$ cat config.mk
export PLATFORM = sky130hd
export DESIGN_NAME = shelf_rectangle_packer_core
export DESIGN_NICKNAME = d
export VERILOG_FILES = /design/src/hw/rtl/spr_pkg.sv /design/src/hw/rtl/spr_ctrl.sv /design/src/hw/rtl/spr_dpath.sv /design/src/hw/rtl/shelf_rectangle_packer_core.sv
export SDC_FILE = /design/constraint.sdc
export NUM_CORES = 2
export LEC_CHECK = 0
export ABC_AREA = 0
export ABC_CLOCK_PERIOD_IN_PS = 15200
export BUFFER_PORTS_ARGS = -buffer_cell sky130_fd_sc_hd__buf_2
export CORE_MARGIN = 2
export CORE_UTILIZATION = 67
export CTS_CLUSTER_SIZE = 24
export DETAILED_ROUTE_END_ITERATION = 10
export PLACE_DENSITY_LB_ADDON = 0.12
export SETUP_SLACK_MARGIN = 0.15
export SYNTH_ARGS = -nofsm -noshare
export SYNTH_HDL_FRONTEND = slang
export SYNTH_HIERARCHICAL = 1
export SYNTH_SLANG_ARGS = --single-unit
$ cat constraint.sdc
create_clock -name clk_i -period 15.2 [get_ports clk_i]
set_clock_uncertainty 0.2 [all_clocks]
set_input_delay 2.28 -clock clk_i [delete_from_list [all_inputs] [get_ports clk_i]]
set_output_delay 2.28 -clock clk_i [all_outputs]
set_load 0.02 [all_outputs]
$ cat src/hw/rtl/spr_pkg.sv
// Shared types, constants and codes of the shelf rectangle packer.
package spr_pkg;

  // Capacity of the rectangle store and the widths that follow from it.
  localparam int unsigned MAX_RECTS = 32;
  localparam int unsigned IDX_W     = (MAX_RECTS > 1) ? $clog2(MAX_RECTS) : 1;
  localparam int unsigned CNT_W     = $clog2(MAX_RECTS + 1);

  // Field widths of the ports.
  localparam int unsigned SIZE_W     = 15;
  localparam int unsigned POS_W      = 14;
  localparam int unsigned RIDX_W     = 5;
  localparam int unsigned STATUS_W   = 2;
  localparam int unsigned AREA_W     = 34;
  localparam int unsigned PROD_W     = 2 * SIZE_W;
  localparam int unsigned SIDE_W     = SIZE_W + 1;
  localparam int unsigned CFG_IDX_W  = 1;

  // Configuration register indexes and reset values.
  localparam logic [CFG_IDX_W-1:0] CFG_MIN_ATLAS = 1'b0;
  localparam logic [CFG_IDX_W-1:0] CFG_MAX_ATLAS = 1'b1;
  localparam logic [SIZE_W-1:0]    MIN_ATLAS_RST = 15'd16;
  localparam logic [SIZE_W-1:0]    MAX_ATLAS_RST = 15'd4096;

  // Result kinds.
  localparam logic KIND_PLACE   = 1'b0;
  localparam logic KIND_SUMMARY = 1'b1;

  // Result status codes.
  typedef enum logic [STATUS_W-1:0] {
    STATUS_OK   = 2'd0,
    STATUS_SIZE = 2'd1,
    STATUS_FIT  = 2'd2
  } status_e;

  // Controller states.
  typedef enum logic [2:0] {
    ST_IDLE,
    ST_ACCUM,
    ST_SIZE_MUL,
    ST_SIZE_CHK,
    ST_PL_READ,
    ST_PL_WRAP,
    ST_PL_FIT,
    ST_SUMMARY
  } state_e;

  // Commands from the controller to the datapath.
  typedef struct packed {
    logic load;
    logic size_init;
    logic size_mul;
    logic size_double;
    logic emit_size_err;
    logic place_init;
    logic place_wrap;
    logic place_fit;
    logic emit_done;
  } dp_cmd_t;

  // Status from the datapath to the controller.
  typedef struct packed {
    logic size_ok;
    logic size_ovf;
    logic fit_fail;
    logic last_rect;
  } dp_status_t;

endpackage

$ cat src/hw/rtl/spr_ctrl.sv
// Controller state machine of the shelf rectangle packer.
module spr_ctrl (
  input  logic                clk_i,
  input  logic                rst_ni,
  input  logic                start,
  input  logic                final_rect_i,
  input  spr_pkg::dp_status_t status_i,
  output spr_pkg::dp_cmd_t    cmd_o,
  output logic                busy
);
  import spr_pkg::*;

  state_e state_q, state_d;

  // State register.
  always_ff @(posedge clk_i or negedge rst_ni) begin
    if (!rst_ni) begin
      state_q <= ST_IDLE;
    end else begin
      state_q <= state_d;
    end
  end

  // Next state.
  always_comb begin
    state_d = state_q;
    case (state_q)
      ST_IDLE: begin
        if (start && final_rect_i) begin
          state_d = ST_ACCUM;
        end
      end
      ST_ACCUM:    state_d = ST_SIZE_MUL;
      ST_SIZE_MUL: state_d = ST_SIZE_CHK;
      ST_SIZE_CHK: begin
        if (status_i.size_ok) begin
          state_d = ST_PL_READ;
        end else if (status_i.size_ovf) begin
          state_d = ST_IDLE;
        end else begin
          state_d = ST_SIZE_MUL;
        end
      end
      ST_PL_READ: state_d = ST_PL_WRAP;
      ST_PL_WRAP: state_d = ST_PL_FIT;
      ST_PL_FIT: begin
        if (status_i.fit_fail) begin
          state_d = ST_IDLE;
        end else if (status_i.last_rect) begin
          state_d = ST_SUMMARY;
        end else begin
          state_d = ST_PL_READ;
        end
      end
      ST_SUMMARY: state_d = ST_IDLE;
      default:    state_d = ST_IDLE;
    endcase
  end

  // Commands issued in each state.
  always_comb begin
    cmd_o = '0;
    case (state_q)
      ST_IDLE:     cmd_o.load = start;
      ST_ACCUM:    cmd_o.size_init = 1'b1;
      ST_SIZE_MUL: cmd_o.size_mul = 1'b1;
      ST_SIZE_CHK: begin
        if (status_i.size_ok) begin
          cmd_o.place_init = 1'b1;
        end else begin
          cmd_o.size_double   = 1'b1;
          cmd_o.emit_size_err = status_i.size_ovf;
        end
      end
      ST_PL_READ:  cmd_o = '0;
      ST_PL_WRAP:  cmd_o.place_wrap = 1'b1;
      ST_PL_FIT:   cmd_o.place_fit = 1'b1;
      ST_SUMMARY:  cmd_o.emit_done = 1'b1;
      default:     cmd_o = '0;
    endcase
  end

  assign busy = (state_q != ST_IDLE);

endmodule

$ cat src/hw/rtl/spr_dpath.sv
// Datapath of the shelf rectangle packer: store, totals, sizing and placement.
module spr_dpath (
  input  logic                            clk_i,
  input  logic                            rst_ni,
  input  spr_pkg::dp_cmd_t                cmd_i,
  output spr_pkg::dp_status_t             status_o,
  input  logic [spr_pkg::SIZE_W-1:0]      rect_width_i,
  input  logic [spr_pkg::SIZE_W-1:0]      rect_height_i,
  input  logic                            cfg_we_i,
  input  logic [spr_pkg::CFG_IDX_W-1:0]   cfg_idx_i,
  input  logic [spr_pkg::SIZE_W-1:0]      cfg_wdata_i,
  output logic                            result_valid_o,
  output logic                            kind_o,
  output logic [spr_pkg::RIDX_W-1:0]      rect_index_o,
  output logic [spr_pkg::POS_W-1:0]       pos_x_o,
  output logic [spr_pkg::POS_W-1:0]       pos_y_o,
  output logic [spr_pkg::SIZE_W-1:0]      atlas_width_o,
  output logic [spr_pkg::SIZE_W-1:0]      atlas_height_o,
  output logic [spr_pkg::STATUS_W-1:0]    res_status_o,
  output logic                            run_end_o
);
  import spr_pkg::*;

  // Configuration registers.
  logic [SIZE_W-1:0] min_size_q, max_size_q;

  // Set totals.
  logic [CNT_W-1:0]  count_q;
  logic [AREA_W-1:0] area_q;
  logic [SIZE_W-1:0] widest_q, tallest_q;
  logic [PROD_W-1:0] prod_q;
  logic              prod_vld_q;

  // Sizing.
  logic [SIDE_W-1:0] aw_q, ah_q;
  logic [PROD_W-1:0] side_prod_q;

  // Placement.
  logic [IDX_W-1:0]  idx_q;
  logic [SIZE_W-1:0] cx_q, cy_q, shelf_q;

  // Rectangle store: width and height side by side.
  logic [2*SIZE_W-1:0] store_mem [MAX_RECTS];
  logic [2*SIZE_W-1:0] rd_q;
  logic [SIZE_W-1:0]   rw, rh;

  // Result register.
  logic                res_valid_q;
  logic                kind_q, run_end_q;
  logic [RIDX_W-1:0]   ridx_q;
  logic [POS_W-1:0]    px_q, py_q;
  logic [SIZE_W-1:0]   aw_out_q, ah_out_q;
  logic [STATUS_W-1:0] st_q;

  logic              store_ok;
  logic              clear_set;
  logic [SIZE_W-1:0] min_eff;
  logic              double_w;
  logic [SIDE_W-1:0] side_dbl;
  logic [SIDE_W-1:0] wrap_sum, shelf_sum, fit_sum;
  logic              fit_fail;

  assign store_ok = (count_q < CNT_W'(MAX_RECTS));
  assign min_eff  = (min_size_q == '0) ? SIZE_W'(1) : min_size_q;
  assign rw       = rd_q[2*SIZE_W-1:SIZE_W];
  assign rh       = rd_q[SIZE_W-1:0];

  // The smaller side doubles; height doubles on a tie.
  assign double_w = (aw_q < ah_q);
  assign side_dbl = double_w ? {aw_q[SIDE_W-2:0], 1'b0} : {ah_q[SIDE_W-2:0], 1'b0};

  // Shelf arithmetic.
  assign wrap_sum  = SIDE_W'(cx_q) + SIDE_W'(rw);
  assign shelf_sum = SIDE_W'(cy_q) + SIDE_W'(shelf_q);
  assign fit_sum   = SIDE_W'(cy_q) + SIDE_W'(rh);
  assign fit_fail  = (fit_sum > ah_q);

  assign status_o.size_ok   = (AREA_W'(side_prod_q) >= area_q) &&
                              (aw_q >= SIDE_W'(widest_q)) && (ah_q >= SIDE_W'(tallest_q));
  assign status_o.size_ovf  = (side_dbl > SIDE_W'(max_size_q));
  assign status_o.fit_fail  = fit_fail;
  assign status_o.last_rect = ((CNT_W'(idx_q) + CNT_W'(1)) == count_q);

  assign clear_set = cmd_i.emit_size_err || cmd_i.emit_done ||
                     (cmd_i.place_fit && fit_fail);

  // Configuration writes.
  always_ff @(posedge clk_i or negedge rst_ni) begin
    if (!rst_ni) begin
      min_size_q <= MIN_ATLAS_RST;
      max_size_q <= MAX_ATLAS_RST;
    end else if (cfg_we_i) begin
      if (cfg_idx_i == CFG_MIN_ATLAS) begin
        min_size_q <= cfg_wdata_i;
      end
      if (cfg_idx_i == CFG_MAX_ATLAS) begin
        max_size_q <= cfg_wdata_i;
      end
    end
  end

  // Store write and registered read at the placement index.
  always_ff @(posedge clk_i) begin
    if (cmd_i.load && store_ok) begin
      store_mem[count_q[IDX_W-1:0]] <= {rect_width_i, rect_height_i};
    end
    rd_q <= store_mem[idx_q];
  end

  // Area product of each loaded rectangle, added to the total in the next cycle, and of the atlas sides.
  always_ff @(posedge clk_i) begin
    if (cmd_i.load && store_ok) begin
      prod_q <= PROD_W'(rect_width_i) * PROD_W'(rect_height_i);
    end
    if (cmd_i.size_mul) begin
      side_prod_q <= PROD_W'(aw_q[SIZE_W-1:0]) * PROD_W'(ah_q[SIZE_W-1:0]);
    end
  end

  // Set totals.
  always_ff @(posedge clk_i or negedge rst_ni) begin
    if (!rst_ni) begin
      count_q    <= '0;
      area_q     <= '0;
      widest_q   <= '0;
      tallest_q  <= '0;
      prod_vld_q <= 1'b0;
    end else if (clear_set) begin
      count_q    <= '0;
      area_q     <= '0;
      widest_q   <= '0;
      tallest_q  <= '0;
      prod_vld_q <= 1'b0;
    end else begin
      prod_vld_q <= cmd_i.load && store_ok;
      if (prod_vld_q) begin
        area_q <= area_q + AREA_W'(prod_q);
      end
      if (cmd_i.load && store_ok) begin
        count_q <= count_q + CNT_W'(1);
        if (rect_width_i > widest_q) begin
          widest_q <= rect_width_i;
        end
        if (rect_height_i > tallest_q) begin
          tallest_q <= rect_height_i;
        end
      end
    end
  end

  // Atlas sides: start at the minimum and double the smaller one.
  always_ff @(posedge clk_i or negedge rst_ni) begin
    if (!rst_ni) begin
      aw_q <= '0;
      ah_q <= '0;
    end else if (cmd_i.size_init) begin
      aw_q <= SIDE_W'(min_eff);
      ah_q <= SIDE_W'(min_eff);
    end else if (cmd_i.size_double && !status_o.size_ovf) begin
      if (double_w) begin
        aw_q <= side_dbl;
      end else begin
        ah_q <= side_dbl;
      end
    end
  end

  // Shelf cursors and placement index.
  always_ff @(posedge clk_i or negedge rst_ni) begin
    if (!rst_ni) begin
      idx_q   <= '0;
      cx_q    <= '0;
      cy_q    <= '0;
      shelf_q <= '0;
    end else if (cmd_i.place_init || clear_set) begin
      idx_q   <= '0;
      cx_q    <= '0;
      cy_q    <= '0;
      shelf_q <= '0;
    end else if (cmd_i.place_wrap) begin
      if (wrap_sum > aw_q) begin
        cx_q    <= '0;
        cy_q    <= shelf_sum[SIZE_W-1:0];
        shelf_q <= '0;
      end
    end else if (cmd_i.place_fit) begin
      if (rh > shelf_q) begin
        shelf_q <= rh;
      end
      cx_q  <= wrap_sum[SIZE_W-1:0];
      idx_q <= idx_q + IDX_W'(1);
    end
  end

  // Result strobe.
  always_ff @(posedge clk_i or negedge rst_ni) begin
    if (!rst_ni) begin
      res_valid_q <= 1'b0;
    end else begin
      res_valid_q <= cmd_i.emit_size_err || cmd_i.emit_done || cmd_i.place_fit;
    end
  end

  // Result payload.
  always_ff @(posedge clk_i) begin
    if (cmd_i.emit_size_err) begin
      kind_q    <= KIND_SUMMARY;
      ridx_q    <= '0;
      px_q      <= '0;
      py_q      <= '0;
      aw_out_q  <= '0;
      ah_out_q  <= '0;
      st_q      <= STATUS_SIZE;
      run_end_q <= 1'b1;
    end else if (cmd_i.emit_done) begin
      kind_q    <= KIND_SUMMARY;
      ridx_q    <= '0;
      px_q      <= '0;
      py_q      <= '0;
      aw_out_q  <= aw_q[SIZE_W-1:0];
      ah_out_q  <= ah_q[SIZE_W-1:0];
      st_q      <= STATUS_OK;
      run_end_q <= 1'b1;
    end else if (cmd_i.place_fit && fit_fail) begin
      kind_q    <= KIND_SUMMARY;
      ridx_q    <= RIDX_W'(idx_q);
      px_q      <= '0;
      py_q      <= '0;
      aw_out_q  <= aw_q[SIZE_W-1:0];
      ah_out_q  <= ah_q[SIZE_W-1:0];
      st_q      <= STATUS_FIT;
      run_end_q <= 1'b1;
    end else if (cmd_i.place_fit) begin
      kind_q    <= KIND_PLACE;
      ridx_q    <= RIDX_W'(idx_q);
      px_q      <= cx_q[POS_W-1:0];
      py_q      <= cy_q[POS_W-1:0];
      aw_out_q  <= '0;
      ah_out_q  <= '0;
      st_q      <= STATUS_OK;
      run_end_q <= 1'b0;
    end
  end

  assign result_valid_o = res_valid_q;
  assign kind_o         = kind_q;
  assign rect_index_o   = ridx_q;
  assign pos_x_o        = px_q;
  assign pos_y_o        = py_q;
  assign atlas_width_o  = aw_out_q;
  assign atlas_height_o = ah_out_q;
  assign res_status_o   = st_q;
  assign run_end_o      = run_end_q;

endmodule

$ cat src/hw/rtl/shelf_rectangle_packer_core.sv
// Top level of the shelf rectangle packer: controller and datapath.
//
//   Channel   Handshake            Transfer moves
//   input     start, busy          rect_width_i, rect_height_i, final_rect_i
//   config    cfg_we_i             cfg_idx_i, cfg_wdata_i
//   result    result_valid_o       kind_o .. run_end_o, one cycle each
//
// Rectangles load at one per cycle while busy is low; the product for the
// running area is added in the cycle after. After the final rectangle the block
// is busy for accumulation, then for each sizing check (multiply, then compare and
// double), then for each placed rectangle (store read, shelf wrap, height check)
// and last for the summary; the store read step serves the store's registered
// read port. Results are registered and cannot be held off. Reset clears the
// totals and cursors; the store is not cleared.
module shelf_rectangle_packer_core (
  input  logic                           clk_i,
  input  logic                           rst_ni,
  input  logic                           start,
  output logic                           busy,
  input  logic [spr_pkg::SIZE_W-1:0]     rect_width_i,
  input  logic [spr_pkg::SIZE_W-1:0]     rect_height_i,
  input  logic                           final_rect_i,
  input  logic                           cfg_we_i,
  input  logic [spr_pkg::CFG_IDX_W-1:0]  cfg_idx_i,
  input  logic [spr_pkg::SIZE_W-1:0]     cfg_wdata_i,
  output logic                           result_valid_o,
  output logic                           kind_o,
  output logic [spr_pkg::RIDX_W-1:0]     rect_index_o,
  output logic [spr_pkg::POS_W-1:0]      pos_x_o,
  output logic [spr_pkg::POS_W-1:0]      pos_y_o,
  output logic [spr_pkg::SIZE_W-1:0]     atlas_width_o,
  output logic [spr_pkg::SIZE_W-1:0]     atlas_height_o,
  output logic [spr_pkg::STATUS_W-1:0]   status_o,
  output logic                           run_end_o
);
  import spr_pkg::*;

  dp_cmd_t    cmd;
  dp_status_t dp_status;
  logic       start_acc;

  // An item is transferred only while the block is idle.
  assign start_acc = start && !busy;

  // Sequencing of load, sizing and placement.
  spr_ctrl u_ctrl (
    .clk_i        (clk_i),
    .rst_ni       (rst_ni),
    .start        (start_acc),
    .final_rect_i (final_rect_i),
    .status_i     (dp_status),
    .cmd_o        (cmd),
    .busy         (busy)
  );

  // Store, totals, sizing, shelf cursors and result register.
  spr_dpath u_dpath (
    .clk_i          (clk_i),
    .rst_ni         (rst_ni),
    .cmd_i          (cmd),
    .status_o       (dp_status),
    .rect_width_i   (rect_width_i),
    .rect_height_i  (rect_height_i),
    .cfg_we_i       (cfg_we_i),
    .cfg_idx_i      (cfg_idx_i),
    .cfg_wdata_i    (cfg_wdata_i),
    .result_valid_o (result_valid_o),
    .kind_o         (kind_o),
    .rect_index_o   (rect_index_o),
    .pos_x_o        (pos_x_o),
    .pos_y_o        (pos_y_o),
    .atlas_width_o  (atlas_width_o),
    .atlas_height_o (atlas_height_o),
    .res_status_o   (status_o),
    .run_end_o      (run_end_o)
  );

endmodule

==> reports/qor.yml <==
grt:
  grt_antenna_before_repair: 10
  grt_usage_pct: 36.74
  grt_start_max_net_pins: 152
  grt_pass1_vias: 44560
  grt_first_pass_wirelength_um: 288800
  grt_remaining_overflow: 0
layout:
  drive_above_1_share_pct: 15.84
  num-nets-final: 6066
  final_common_cell: "edfxtp_1"
  fin_cells: 6728
  area_delta_synth_final_pct: 9.876
  most-common-layout-cells: "edfxtp_1 (1020), inv_1 (534), ha_1 (447)"
  stdcell_area_um2: 78020
worst_setup_path:
  slowest_delay_ns: 0.86
  worstSetupPathType: "flop to flop"
  cp.buffers_inverters: 3
  required_ns: 15.67
  cp_max_fo: 30
  worstPathArrival_ns: 9.01
  worst_setup_path_end_kind: "flop"
  crit_slowest_cell: "nor3_2"
  worst_setup_path_start_kind: "flop"
  cp_cell_sequence: "inv_1, ha_1, a21boi_0, o21a_1, o21ai_0, a21oi_1, o211ai_1, nand2_1, o21ai_0, ha_1, a21o_1, a21o_1, a21o_1, a211oi_1, o221ai_1, and2_1, or2_2, nor2_1, o31ai_4, buf_4, nor3_2, buf_4, a22o_1"
  crit_family: "compound AO/OA/AOI/OAI gates"
  path_common_cell: "a21o_1"
cts:
  cts_setup_buffers: 0
  clock_latency_ns: 0.74
  clk_pin_slew_ns: 0.06
  hold_buffers: 0
  cts_resized: 0
  cts.sinks: 1303
  h-tree-depth: 4
  clock_path_buffers: 3
  cts_tree: "yes"
  cts_root_buffer: "clkbuf_16"
  cts_buffers: 131
timing:
  tns_ns: 0
  max_freq_mhz: 117.2
  finalMaxSlewViolations: 0
  fin_hold_ws_ns: 0.2558
  slew_headroom_pct: 25.10
  hold_viol: 0
  fin_crit_ns: 8.533
  rsz0062_at_grt: "no"
  setup_viol: 0
  worst_pin_slew_ns: 1.119
  post-route-period-util_pct: 56.14
logic_synthesis:
  syn_avg_cell_area_um2: 13.93
  synth.distinct_cells: 86
  yosys_warnings: 6
  yosysSeqAreaShare_pct: 52.43
  syn-num-nets: 5934
  synth_cells: 5098
  synth-seq-cells: 1303
  syn_area_um2: 71010
  synth-edff-count: 1020
  ys_async_sr_fraction_pct: 14.35
  ys.flop_type: "edfxtp_1"
detailed_routing:
  drtPass1Iterations: 8
  wl_um: 194900
  ant_nets: 0
  vias: 44530
  drc_errors: 0
  dr.first_iter.drc_count: 5560
  viasPerCell: 6.618
  wl_per_cell_um: 28.96
floorplanning:
  initial_core_util_pct: 67.46
  pin_count: 120
  die_area_um2: 108600
  core.rowCount: 119
  die_w_um: 329.6
  die_h_um: 329.6
  core_um2: 105300
status:
  status: "complete, no violations"
min_path:
  min_path_type: "flop to flop"
flow_run:
  drv_cap: 0
placed_design:
  port_buffers: 119
  placed_area_um2: 73560
  dp_cells: 6488
  hpwl_um: 120600
  gp_congestion: 0.9330
per-stage QoR:
stage	utilization, %	worst slack [ns]
2_1_floorplan	-	7.015
3_3_place_gp	69.88	6.373
3_5_place_dp	69.88	6.277
4_1_cts	74.11	6.814
5_1_grt	74.11	6.117
6_report	74.12	6.667
layer usage:
layer	GRT usage, %	wire length, µm	vias up
li1	-	-	18710
met1	50.76	73810	22600
met2	57.40	91410	2727
met3	9.171	21570	486
met4	13.58	8000	12
met5	0	80	-
kinds of logic (layout without fill, tap and decap cells):
logic type               Yosys count  in the layout  synth area share (%)
AND/OR/NAND/NOR                 1069           1069                 7.027
adder cells (fa/ha/maj)          785            785                 17.41
multiplexers                     468            468                 11.99
XOR/XNOR                         122            122                 1.505
other                              0              3                     0
flip-flops                      1303           1303                 52.43
buffers and inverters            760            996                 4.060
AO/OA/AOI/OAI                    591            591                 5.580
Yosys cell counts, drive strengths merged, types with 6 or more instances:
library cell  count  area share, %
or2               8          0.070
fa              338            9.5
a21o             95            1.0
and3             16           0.14
o21a             40           0.42
o31ai             7          0.074
a2111oi           6           0.11
and2            141            1.2
o21ai            96           0.68
mux2             60           0.95
nand4            48           0.42
nand2b           23           0.20
a22o             46           0.57
mux4            300            9.5
nor4             10          0.088
inv             539            2.8
xnor2            88            1.1
xor2             34           0.42
or3              17           0.16
a31oi            16           0.14
nor2b            19           0.18
clkinv            8          0.042
o21bai           15           0.16
a211oi           28           0.31
nand2           279            1.5
nor3             45           0.32
o2111ai           6          0.074
nor2            374            2.0
mux2i           108            1.5
o211ai           27           0.29
dfrtp           185            6.5
clkbuf          177           0.94
ha              447            7.9
a21oi           157            1.1
a21boi            7          0.074
dfxtp            96            2.7
nand3            65           0.46
buf              36           0.23
edfxtp         1020             43
final timing paths:
check | start | endpoint | slack (ns) | cells after the start
max | u_dpath/ah_q[1] | u_dpath/cx_q[7] | 6.67 | 23
min | u_dpath/res_status_o[1] | u_dpath/res_status_o[1] | 0.26 | 2
max reg2reg | u_dpath/ah_q[1] | u_dpath/cx_q[7] | 6.67 | 23
min reg2reg | u_dpath/res_status_o[1] | u_dpath/res_status_o[1] | 0.26 | 2
max in group asynchronous | rst_ni | u_dpath/area_q[27] | 11.19 | 3
min in group asynchronous | rst_ni | u_dpath/cy_q[9] | 1.29 | 1
worst register-to-register path, stage by stage (launching register included):
cell and delay (ns):
dfrtp_1 0.74, inv_1 0.50, ha_1 0.42, a21boi_0 0.12, o21a_1 0.19, o21ai_0 0.15, a21oi_1 0.10, o211ai_1 0.48
nand2_1 0.60, o21ai_0 0.39, ha_1 0.29, a21o_1 0.17, a21o_1 0.18, a21o_1 0.18, a211oi_1 0.33, o221ai_1 0.41
and2_1 0.37, or2_2 0.52, nor2_1 0.24, o31ai_4 0.09, buf_4 0.26, nor3_2 0.87, buf_4 0.44, a22o_1 0.23
flip-flops by register name, indices dropped and copies added (netlist names), 14 cells and up:
name                    flops
u_dpath/aw_q               16
u_dpath/tallest_q          15
u_dpath/rd_q               30
u_dpath/atlas_height_o     15
u_dpath/shelf_q            15
u_dpath/area_q             34
u_dpath/pos_x_o            14
u_dpath/store_mem         960
u_dpath/widest_q           15
u_dpath/max_size_q         15
u_dpath/ah_q               16
u_dpath/min_size_q         15
u_dpath/prod_q             30
u_dpath/atlas_width_o      15
u_dpath/pos_y_o            14
u_dpath/cy_q               15
u_dpath/side_prod_q        30
u_dpath/cx_q               15
final cells by class:
type,instances,area (µm²)
inverter,547,2053
clock inverter,51,711.9
fill,6465,27240
clock buffer,186,3740
timing repair buffer,212,1328
tap,1391,1740
multi-input combinational,3035,31190
sequential,1303,37250
antenna,3,7.507
Power is not shown: default switching activity piles up to over one toggle a cycle in this logic, so the estimate is an artifact.
